===== config.mk =====
export PLATFORM = sky130hd
export DESIGN_NAME = patch_chunk_stream_parser
export DESIGN_NICKNAME = d
export VERILOG_FILES = /design/src/rtl/pcsp_pkg.sv /design/src/rtl/patch_chunk_stream_parser.sv /design/src/rtl/pcsp_parse_core.sv /design/src/rtl/pcsp_out_reg.sv
export SDC_FILE = /design/constraint.sdc
export NUM_CORES = 1
export LEC_CHECK = 0
export BUFFER_PORTS_ARGS = -buffer_cell sky130_fd_sc_hd__buf_2
export CAP_MARGIN = 30
export CORE_ASPECT_RATIO = 0.6
export CORE_MARGIN = 2
export CORE_UTILIZATION = 55
export DETAILED_ROUTE_END_ITERATION = 10
export PLACE_DENSITY = 0.71
export SLEW_MARGIN = 40
export SYNTH_ARGS = -nofsm -noshare
export SYNTH_HDL_FRONTEND = slang
export SYNTH_SLANG_ARGS = --single-unit

===== constraint.sdc =====
create_clock -name clk -period 13.65 [get_ports clk]
set_clock_uncertainty 0.1 [all_clocks]
set_input_delay 1.365 -clock clk [delete_from_list [all_inputs] [get_ports clk]]
set_output_delay 1.365 -clock clk [all_outputs]
set_load 0.005 [all_outputs]

===== src/rtl/pcsp_pkg.sv =====
// Shared types and constants for the patch chunk stream parser.
// No dependencies; imported by every module of the block.
package pcsp_pkg;

    // Fixed layout of one chunk header: offset, size, flags, 4 bytes each
    localparam int unsigned CHUNK_HDR_LEN = 12;
    localparam logic [3:0]  CHUNK_HDR_LAST = 4'd11;

    // Byte kinds on the result beat
    localparam logic [1:0] KIND_OTHER   = 2'd0;
    localparam logic [1:0] KIND_OLD_SUM = 2'd1;
    localparam logic [1:0] KIND_NEW_SUM = 2'd2;
    localparam logic [1:0] KIND_DATA    = 2'd3;

    // Status codes, sticky until the next file starts
    localparam logic [2:0] ST_OK        = 3'd0;
    localparam logic [2:0] ST_TOO_SMALL = 3'd1;
    localparam logic [2:0] ST_BAD_SIG   = 3'd2;
    localparam logic [2:0] ST_OVERRUN   = 3'd3;
    localparam logic [2:0] ST_MISMATCH  = 3'd4;
    localparam logic [2:0] ST_TRUNCATED = 3'd5;

    // Parse phase
    typedef enum logic [2:0] {
        PH_FILE_HDR  = 3'b001,
        PH_CHUNK_HDR = 3'b010,
        PH_DATA      = 3'b100
    } phase_t;

    // One result beat
    typedef struct packed {
        logic [1:0]  kind;
        logic [7:0]  payload;
        logic [32:0] addr;
        logic        chunk_end;
        logic [2:0]  status;
        logic        done;
    } result_t;

    // Signature "DfuP", byte by byte
    function automatic logic [7:0] sig_byte(input logic [1:0] idx);
        logic [7:0] b;
        case (idx)
            2'd0:    b = 8'h44;
            2'd1:    b = 8'h66;
            2'd2:    b = 8'h75;
            default: b = 8'h50;
        endcase
        return b;
    endfunction

endpackage


===== src/rtl/patch_chunk_stream_parser.sv =====
// Patch chunk stream parser, top level.
// Depends on pcsp_pkg, pcsp_parse_core and pcsp_out_reg.
//
// Takes a patch file one byte per beat and gives exactly one result beat per
// input beat, in the cycle after the byte is taken: header, checksum and chunk
// data bytes tagged with their kind and address, plus a sticky status and an
// end-of-file flag. Write file_length through cfg_we/cfg_wdata before each
// file; the write clears all parse state. Throughput is one byte per cycle;
// the only loop is the byte counter, phase, status and chunk field registers,
// updated in the same cycle a byte is taken. The input stalls only while a
// result waits in the output register and the output side is stalling.
module patch_chunk_stream_parser
    import pcsp_pkg::*;
#(
    parameter int unsigned CHECKSUM_BYTES = 20
)
(
    input  logic        clk,
    input  logic        rst_n,
    input  logic        cfg_we,
    input  logic [31:0] cfg_wdata,
    input  logic        in_valid,
    output logic        in_stall,
    input  logic [7:0]  file_byte,
    output logic        out_valid,
    input  logic        out_stall,
    output logic [1:0]  byte_kind,
    output logic [7:0]  payload_byte,
    output logic [32:0] target_address,
    output logic        chunk_end,
    output logic [2:0]  status,
    output logic        done_res
);

    logic    in_accept;
    logic    busy;
    result_t res_core;
    result_t res_q;

    assign in_stall  = busy;
    assign in_accept = in_valid && !busy;

    pcsp_parse_core #(
        .CHECKSUM_BYTES (CHECKSUM_BYTES)
    ) u_core (
        .clk       (clk),
        .rst_n     (rst_n),
        .cfg_we    (cfg_we),
        .cfg_wdata (cfg_wdata),
        .in_accept (in_accept),
        .file_byte (file_byte),
        .res       (res_core)
    );

    pcsp_out_reg u_out (
        .clk       (clk),
        .rst_n     (rst_n),
        .load      (in_accept),
        .res_in    (res_core),
        .out_stall (out_stall),
        .busy      (busy),
        .out_valid (out_valid),
        .res_out   (res_q)
    );

    assign byte_kind      = res_q.kind;
    assign payload_byte   = res_q.payload;
    assign target_address = res_q.addr;
    assign chunk_end      = res_q.chunk_end;
    assign status         = res_q.status;
    assign done_res       = res_q.done;

endmodule


===== src/rtl/pcsp_parse_core.sv =====
// Parser state and per-byte decode for the patch chunk stream parser.
// Depends on pcsp_pkg; produces one result_t per accepted byte.
module pcsp_parse_core
    import pcsp_pkg::*;
#(
    parameter int unsigned CHECKSUM_BYTES = 20
)
(
    input  logic        clk,
    input  logic        rst_n,
    input  logic        cfg_we,
    input  logic [31:0] cfg_wdata,
    input  logic        in_accept,
    input  logic [7:0]  file_byte,
    output result_t     res
);

    localparam logic [31:0] SUM_LEN      = 32'(CHECKSUM_BYTES);
    localparam logic [31:0] FILE_HDR_LEN = 32'(8 + 2 * CHECKSUM_BYTES);
    localparam logic [31:0] MIN_FILE_LEN = 32'(8 + 2 * CHECKSUM_BYTES + CHUNK_HDR_LEN + 1);

    logic [31:0] flen_reg;
    logic [31:0] pos_reg,   pos_next;
    phase_t      phase_reg, phase_next;
    logic [3:0]  idx_reg,   idx_next;
    logic [31:0] start_reg, start_next;
    logic [31:0] off_reg,   off_next;
    logic [31:0] size_reg,  size_next;
    logic [31:0] seen_reg,  seen_next;
    logic [2:0]  err_reg,   err_next;

    logic [31:0] seen_inc;
    logic [32:0] st_sz;
    logic [32:0] st_hdr_sz;
    logic [31:0] left;

    // Per-byte decode
    always_comb
    begin
        pos_next   = pos_reg;
        phase_next = phase_reg;
        idx_next   = idx_reg;
        start_next = start_reg;
        off_next   = off_reg;
        size_next  = size_reg;
        seen_next  = seen_reg;
        err_next   = err_reg;
        res        = '0;

        seen_inc  = seen_reg + 32'd1;
        st_sz     = {1'b0, start_reg} + {1'b0, size_reg};
        st_hdr_sz = st_sz + 33'(CHUNK_HDR_LEN);
        left      = flen_reg - pos_reg;

        // file too short for even one header and one data byte
        if (err_reg == ST_OK && flen_reg < MIN_FILE_LEN)
        begin
            err_next = ST_TOO_SMALL;
        end

        if (pos_reg < flen_reg)
        begin
            res.done = ({1'b0, pos_reg} + 33'd1) == {1'b0, flen_reg};
            pos_next = pos_reg + 32'd1;

            if (err_next == ST_OK)
            begin
                case (phase_reg)
                    PH_FILE_HDR:
                    begin
                        if (pos_reg < 32'd4)
                        begin
                            if (file_byte != sig_byte(pos_reg[1:0]))
                            begin
                                err_next = ST_BAD_SIG;
                            end
                        end
                        else if (pos_reg >= 32'd8 && pos_reg < 32'd8 + SUM_LEN)
                        begin
                            res.kind    = KIND_OLD_SUM;
                            res.payload = file_byte;
                            res.addr    = {1'b0, pos_reg - 32'd8};
                        end
                        else if (pos_reg >= 32'd8 + SUM_LEN)
                        begin
                            res.kind    = KIND_NEW_SUM;
                            res.payload = file_byte;
                            res.addr    = {1'b0, pos_reg - 32'd8 - SUM_LEN};
                        end
                        if (err_next == ST_OK && pos_reg >= FILE_HDR_LEN - 32'd1)
                        begin
                            phase_next = PH_CHUNK_HDR;
                            idx_next   = 4'd0;
                        end
                    end

                    PH_CHUNK_HDR:
                    begin
                        if (idx_reg == 4'd0 && left < 32'(CHUNK_HDR_LEN))
                        begin
                            err_next = ST_TRUNCATED;
                        end
                        else
                        begin
                            // little-endian fields, cleared at the first header byte
                            case (idx_reg)
                                4'd0:
                                begin
                                    start_next = pos_reg;
                                    off_next   = {24'd0, file_byte};
                                    size_next  = '0;
                                end
                                4'd1:    off_next[15:8]   = file_byte;
                                4'd2:    off_next[23:16]  = file_byte;
                                4'd3:    off_next[31:24]  = file_byte;
                                4'd4:    size_next[7:0]   = file_byte;
                                4'd5:    size_next[15:8]  = file_byte;
                                4'd6:    size_next[23:16] = file_byte;
                                4'd7:    size_next[31:24] = file_byte;
                                default: ;
                            endcase

                            if (idx_reg >= CHUNK_HDR_LAST)
                            begin
                                idx_next = 4'd0;
                                if (size_reg > flen_reg || st_sz > {1'b0, flen_reg})
                                begin
                                    err_next = ST_OVERRUN;
                                end
                                else if (st_hdr_sz > {1'b0, flen_reg})
                                begin
                                    err_next = ST_MISMATCH;
                                end
                                else if (size_reg != 32'd0)
                                begin
                                    phase_next = PH_DATA;
                                    seen_next  = '0;
                                end
                            end
                            else
                            begin
                                idx_next = idx_reg + 4'd1;
                            end
                        end
                    end

                    PH_DATA:
                    begin
                        res.kind    = KIND_DATA;
                        res.payload = file_byte;
                        res.addr    = {1'b0, off_reg} + {1'b0, seen_reg};
                        seen_next   = seen_inc;
                        if (seen_inc >= size_reg)
                        begin
                            res.chunk_end = 1'b1;
                            phase_next    = PH_CHUNK_HDR;
                            idx_next      = 4'd0;
                        end
                    end

                    default: ;
                endcase
            end
        end

        res.status = err_next;
    end

    // State registers; a length write starts a new file
    always_ff @(posedge clk or negedge rst_n)
    begin
        if (!rst_n)
        begin
            flen_reg  <= '0;
            pos_reg   <= '0;
            phase_reg <= PH_FILE_HDR;
            idx_reg   <= '0;
            start_reg <= '0;
            off_reg   <= '0;
            size_reg  <= '0;
            seen_reg  <= '0;
            err_reg   <= ST_OK;
        end
        else if (cfg_we)
        begin
            flen_reg  <= cfg_wdata;
            pos_reg   <= '0;
            phase_reg <= PH_FILE_HDR;
            idx_reg   <= '0;
            start_reg <= '0;
            off_reg   <= '0;
            size_reg  <= '0;
            seen_reg  <= '0;
            err_reg   <= ST_OK;
        end
        else if (in_accept)
        begin
            pos_reg   <= pos_next;
            phase_reg <= phase_next;
            idx_reg   <= idx_next;
            start_reg <= start_next;
            off_reg   <= off_next;
            size_reg  <= size_next;
            seen_reg  <= seen_next;
            err_reg   <= err_next;
        end
    end

endmodule


===== src/rtl/pcsp_out_reg.sv =====
// Result register of the patch chunk stream parser: holds one result beat
// until the downstream side takes it. Depends on pcsp_pkg.
module pcsp_out_reg
    import pcsp_pkg::*;
(
    input  logic    clk,
    input  logic    rst_n,
    input  logic    load,
    input  result_t res_in,
    input  logic    out_stall,
    output logic    busy,
    output logic    out_valid,
    output result_t res_out
);

    logic    valid_reg, valid_next;
    result_t data_reg;

    // Full and not being taken this cycle
    assign busy = valid_reg && out_stall;

    always_comb
    begin
        valid_next = valid_reg;
        if (load)
        begin
            valid_next = 1'b1;
        end
        else if (valid_reg && !out_stall)
        begin
            valid_next = 1'b0;
        end
    end

    always_ff @(posedge clk or negedge rst_n)
    begin
        if (!rst_n)
        begin
            valid_reg <= 1'b0;
        end
        else
        begin
            valid_reg <= valid_next;
        end
    end

    // Payload, no reset needed
    always_ff @(posedge clk)
    begin
        if (load)
        begin
            data_reg <= res_in;
        end
    end

    assign out_valid = valid_reg;
    assign res_out   = data_reg;

endmodule

==> results of run 1 <==
==> layout by cell type, fill, tap and decap left out, types with 72 or more instances in the layout <==
cell and n:
a21o_1 76, nor2_1 224, nand3_1 81, ha_1 239
buf_2 92, nand2_1 204, a21oi_1 175, xnor2_1 191
nor3_1 72, inv_1 174, o21ai_0 130, dfrtp_1 202
==> layout make-up <==
type | instances | area share
Multi-Input combinational cell | 2173 | 0.620
Sequential cell | 251 | 0.266
Clock buffer | 33 | 0.0297
Tap cell | 531 | 0.0271
Inverter | 176 | 0.0269
Timing Repair Buffer | 108 | 0.0244
Clock inverter | 15 | 0.00678
Antenna cell | 1 | 0.000102
==> metrics by stage <==
stage / total power, mW / area [um^2] / util / hold slack (ps) / setup slack [ps]
after global placement: 1.11 / 23600 / 0.581 / 373 / 7040
final: 1.89 / 24600 / 0.604 / 396 / 6730
after global routing: 1.94 / 24600 / 0.604 / 415 / 6280
after CTS: 1.87 / 24500 / 0.603 / 397 / 6900
after floorplan: 0.995 / 22800 / - / 360 / 8010
after detailed placement: 1.11 / 23600 / 0.581 / 385 / 6940
==> worst max path at each step <==
stage                                   from             endpoint  slack [ps]  cells after the start
final                     u_core.size_reg[0]  u_core.seen_reg[29]        6730                     24
after global routing      u_core.size_reg[0]  u_core.seen_reg[29]        6280                     24
after CTS                 u_core.size_reg[0]  u_core.seen_reg[29]        6900                     24
after detailed placement  u_core.size_reg[0]  u_core.seen_reg[29]        6940                     24
after global placement    u_core.size_reg[0]  u_core.seen_reg[29]        7040                     24
after floorplan           u_core.size_reg[0]  u_core.seen_reg[31]        8010                     25
==> critical path: stages (launching register included) <==
cell and delay [ps]:
dfrtp_1 440, ha_1 220, inv_1 70, fa_1 410, nand2b_1 190, a211oi_2 600
nor2_1 150, xnor2_1 420, nand2_1 100, nor2_1 380, nand3_1 250, nor3_1 410
nand2_1 210, nor4_1 390, xor2_1 130, ha_1 290, nand3_1 80, or4_1 560
nor2_1 140, a21oi_1 100, o31ai_1 250, and3_1 180, buf_4 350, o21ai_0 170
a21o_1 200
==> where the power goes <==
| group | switching, mW | internal, mW |
|---|---|---|
| combinational | 0.204 | 0.102 |
| clock | 0.337 | 0.436 |
| sequential | 0.0284 | 0.779 |
| total | 0.570 | 1.32 |
==> cells by family after synthesis <==
group / synth area share
AO/OA/AOI/OAI: 0.217
XOR/XNOR: 0.0926
adder cells (fa/ha/maj): 0.133
buffers and inverters: 0.0491
flip-flops: 0.286
multiplexers: 0.0198
AND/OR/NAND/NOR: 0.203
==> metal layers <==
layer / up-vias / GRT usage
met5: - / 0
met4: 6 / 0.0924
met3: 138 / 0.133
met2: 1382 / 0.537
met1: 10800 / 0.602
li1: 9998 / -
==> flow_summary.json, run 1 <==
{
  "p_leak_nw": 11.0,
  "cts.clk_slew.worst_paths_ps": 70,
  "grt.total_usage": 0.397,
  "hold_viol_final": 0,
  "chipWidth_um": 267,
  "h-tree-depth": 1,
  "grt_max_degree": 104,
  "drv_slew": 0,
  "endpoint_kind": "register",
  "met2WireLength_mm": 33.8,
  "dp.cells": 3238,
  "synth_seq_cells": 251,
  "synthArstFlopShare": 0.809,
  "worstMarginPinSlew_ps": 883,
  "yosysMostFrequentCell": "ha_1",
  "tritoncts": "done",
  "met3_length_mm": 12.7,
  "antenna_found_initial": 5,
  "arrival_ps": 7280,
  "die_area_um2": 43200,
  "root_buffer": "clkbuf_16",
  "setup_violations": 0,
  "syn-num-nets": 3000,
  "cts_buffer_depth": 3,
  "peakVddDrop_v": 0.0000942,
  "routed.top_layer": "met5",
  "cts_buffers": 26,
  "multi_input_area_um2": 15200,
  "area_growth_pct": 7.69,
  "port_buffers": 94,
  "vias": 22300,
  "synth_edf_count": 48,
  "finalNetCount": 3022,
  "largest_reg_flops": 48,
  "regArea_um2": 6520,
  "clk-insertion-delay-late_ps": 580,
  "drtAntennaViolNets": 0,
  "drv_cap": 0,
  "rsz0062_at_grt": "no",
  "drc_errors": 0,
  "synth_top_area_cell": "dfrtp_1",
  "syn-cell-area_um2": 22800,
  "syn_inst": 2714,
  "p_per_area_nw_per_um2": 76.8,
  "finalSetupTns_ps": 0,
  "status": "complete, no violations",
  "core_area_um2": 40700,
  "hold_buffers": 0,
  "r2r_start": "u_core.size_reg[0]",
  "vias_per_cell": 6.79,
  "ys_types": 89,
  "wl_met1_mm": 38.3,
  "ys.warnings.count": 0,
  "dr.pass1.iters": 5,
  "postCtsSetupBuffers": 0,
  "hold_class": "reg -> reg",
  "worstSetupPathType": "reg -> reg",
  "regToRegSetupSlack_ps": 6730,
  "cp-start-kind": "register",
  "min_from": "u_core.off_reg[15]",
  "synth-main-ff-cell": "dfrtp_1",
  "io_pins": 95,
  "cts_resized": 0,
  "grt_pass1_wl_mm": 129,
  "post-route-period-util": 0.507,
  "timing.rr.end": "u_core.seen_reg[29]",
  "die_height_um": 162,
  "hold_end": "u_core.off_reg[15]",
  "clock-sinks": 251,
  "fmax_mhz": 145,
  "dpl.hpwl_mm": 68.8,
  "wire_per_inst_um": 26.4,
  "drtIter0Drc": 2959,
  "finalCriticalPeriod_ps": 6920,
  "yosys-top-cells-count": "ha_1, nor2_1, nand2_1, dfrtp_1, xnor2_1",
  "place_congestion": 1.04,
  "core.rowCount": 57,
  "final_cells": 3288,
  "layout-drive-gt1-share": 0.0711,
  "cp_max_fo": 33,
  "ys_seq_area_frac": 0.286,
  "syn_area_per_cell_um2": 8.40,
  "n_fill_cell": 3645,
  "cp.required_ps": 14010,
  "grt_pass1_vias": 20400,
  "grt_overflow_total": 0,
  "hold_path_depth": 1,
  "synth_top_area_frac": 0.222,
  "reg2reg_depth": 24,
  "synth_area_leaders": "dfrtp_1, ha_1, xnor2_1, edfxtp_1, a21oi_1",
  "start_util": 0.561,
  "relSlewSlack": 0.410,
  "routed_wirelength_mm": 86.9
}
(Power assumes the default switching activity.)
==> run 2: changes to the inputs <==
--- a/config.mk
+++ b/config.mk
@@ -5,6 +5,7 @@
 export SDC_FILE = /design/constraint.sdc
 export NUM_CORES = 1
 export LEC_CHECK = 0
+export ABC_AREA = 1
 export BUFFER_PORTS_ARGS = -buffer_cell sky130_fd_sc_hd__buf_2
 export CAP_MARGIN = 30
 export CORE_ASPECT_RATIO = 0.6
==> constraint.sdc (replaced) <==
create_clock -name clk -period 7.17 [get_ports clk]
set_clock_uncertainty 0.1 [all_clocks]
set_input_delay 0.717 -clock clk [delete_from_list [all_inputs] [get_ports clk]]
set_output_delay 0.717 -clock clk [all_outputs]
set_load 0.005 [all_outputs]
==> flow_summary.json, run 2 <==
{
  "critPathSlowestCell": "dfrtp_1",
  "endpoint_kind": "register",
  "antenna_cells": 0,
  "arrival_ps": 6460,
  "port_buffers": 94,
  "root_buffer": "clkbuf_16",
  "cp.required_ps": 7530,
  "crit_top_cell": "nand2_1",
  "vias_per_cell": 6.10,
  "drtAntennaViolNets": 0,
  "drv_cap": 0,
  "worstSetupPathType": "reg -> reg",
  "relSlewSlack": 0.324,
  "post-route-period-util": 0.851,
  "grt_pass1_vias": 23600,
  "synth-main-ff-cell": "dfrtp_1",
  "dpl_cell_area_um2": 25100,
  "dpl.hpwl_mm": 76.2,
  "synth_area_leaders": "dfrtp_1, nand2_1, ha_1, inv_1, edfxtp_1",
  "mostFrequentLayoutCell": "nand2_1",
  "worstMarginPinSlew_ps": 1000,
  "ys.warnings.count": 0,
  "routed_wirelength_mm": 94.3,
  "synth_top_area_frac": 0.211,
  "hold_viol_final": 0,
  "syn-num-nets": 3920,
  "preCtsSetupSlack_ps": 1240,
  "yosysMostFrequentCell": "nand2_1",
  "cp-start-kind": "register",
  "cts_buffer_depth": 3,
  "grt_pass1_wl_mm": 143,
  "tritoncts": "done",
  "clock-sinks": 251,
  "finalCriticalPeriod_ps": 6100,
  "postCtsSetupBuffers": 0,
  "largest_reg_flops": 48,
  "fin_area_um2": 26000,
  "vias": 26300,
  "peakVddDrop_v": 0.000197,
  "cts_buffers": 26,
  "die_area_um2": 45400,
  "place_congestion": 1.06,
  "grt_overflow_total": 0,
  "p_leak_nw": 13.3,
  "cts.clk_slew.worst_paths_ps": 70,
  "syn_area_per_cell_um2": 6.61,
  "dr.pass1.iters": 8,
  "layout-drive-gt1-share": 0.0588,
  "antenna_found_initial": 2,
  "syn_inst": 3634,
  "yosys-top-cells-count": "nand2_1, inv_1, nor2_1, ha_1, a21oi_1",
  "crit_path_max_incr_delay_ps": 430,
  "drc_errors": 0,
  "ys_types": 58,
  "cp_max_fo": 34,
  "p_per_area_nw_per_um2": 155,
  "finalSetupTns_ps": 0,
  "core.rowCount": 59,
  "rsz0062_at_grt": "no",
  "grt.total_usage": 0.409,
  "regToRegSetupSlack_ps": 1070,
  "status": "complete, no violations",
  "wire_per_inst_um": 21.9,
  "ys_seq_area_frac": 0.272,
  "h-tree-depth": 1,
  "drv_slew": 0,
  "synth_seq_cells": 251,
  "grt_max_degree": 99,
  "io_pins": 95,
  "n_fill_cell": 4175,
  "syn-cell-area_um2": 24000,
  "hold_class": "in -> reg",
  "die_height_um": 166,
  "area_growth_pct": 8.29,
  "setup_violations": 0,
  "finalNetCount": 3993,
  "fmax_mhz": 164,
  "synth_top_area_cell": "dfrtp_1",
  "synthArstFlopShare": 0.809,
  "clk-insertion-delay-late_ps": 580,
  "setup_ws_ps": 1070,
  "final_cell_mix": "nand2_1, inv_1, nor2_1",
  "start_util": 0.556,
  "synth_edf_count": 48,
  "core_area_um2": 43200,
  "chipWidth_um": 274,
  "drtIter0Drc": 4029
}
[run 2: cell types whose count changed after synthesis, sizes merged, moves of 70 or more]
cell / before / now
nand2: 204 / 980
inv: 175 / 527
xnor2: 191 / 13
nor2: 226 / 380
o21ai: 134 / 248
nand3: 81 / 193
a21o: 76 / 6
[run 2: timing repair]
| item | 4_1_cts | 5_1_grt |
|---|---|---|
| hold buffers | 1 | 0 |
| resized for setup | 0 | 0 |
| endpoints found under the hold margin | 24 | 0 |
[run 2: logic make-up (layout without fill, tap and decap cells)]
family / count (synthesis) / in the layout / synth area share
and+or+nand+nor: 1830 / 1830 / 0.326
xor gates and xnor gates: 127 / 127 / 0.0482
AOI/OAI and AO/OA: 583 / 583 / 0.132
buffers and inverters: 602 / 695 / 0.0964
adders and majority gates: 241 / 241 / 0.126
DFF: 251 / 251 / 0.272
[run 2: worst max-delay path: cells and delay by family, from the launching register on]
kind,cells,cell delay (ps)
buffers and inverters,4,660
AND/OR/NAND/NOR,25,2810
flip-flops,1,430
adder cells (fa/ha/maj),4,1210
AO/OA/AOI/OAI,1,170
XOR/XNOR,2,620
[run 2: path summary, 6_finish.rpt]
path,cells after the start,startpoint,end
hold reg to reg,2,u_core.phase_reg[0],u_core.phase_reg[0]
max in group asynchronous,4,rst_n,u_core.seen_reg[21]
min in group asynchronous,2,rst_n,u_core.pos_reg[25]
setup / recovery,36,u_core.size_reg[0],u_core.seen_reg[19]
setup reg to reg,36,u_core.size_reg[0],u_core.seen_reg[19]
hold / removal,3,cfg_wdata[26],u_core.flen_reg[26]
[run 2: power breakdown]
part	leakage, nW	switching [mW]	internal (mW)
logic	9.63	0.693	0.254
clock network	0.455	0.636	0.857
registers	3.24	0.0686	1.52
total	13.3	1.40	2.63
[run 2: layout make-up]
class	instances	area, um^2	area share
Sequential cell	251	6520	0.251
Tap cell	579	724	0.0279
Clock inverter	15	190	0.00732
Multi-Input combinational cell	2781	15200	0.584
Inverter	538	2020	0.0778
Timing Repair Buffer	109	627	0.0241
Clock buffer	33	721	0.0277
[run 2: metal layers]
layer	share of wire	track usage	vias to the layer above
met2	0.37	0.525	1752
met5	0.00031	0	-
met1	0.44	0.636	12200
met4	0.030	0.0993	4
met3	0.16	0.144	225
li1	-	-	12100
[run 2: metrics by stage]
stage	cells	util	power [mW]	hold WS, ps
2_1_floorplan	3634	-	2.20	321
3_3_place_gp	4256	0.580	2.49	357
3_5_place_dp	4257	0.581	2.51	372
4_1_cts	4306	0.602	3.98	239
5_1_grt	4306	0.602	4.17	245
6_report	4306	0.602	4.03	243
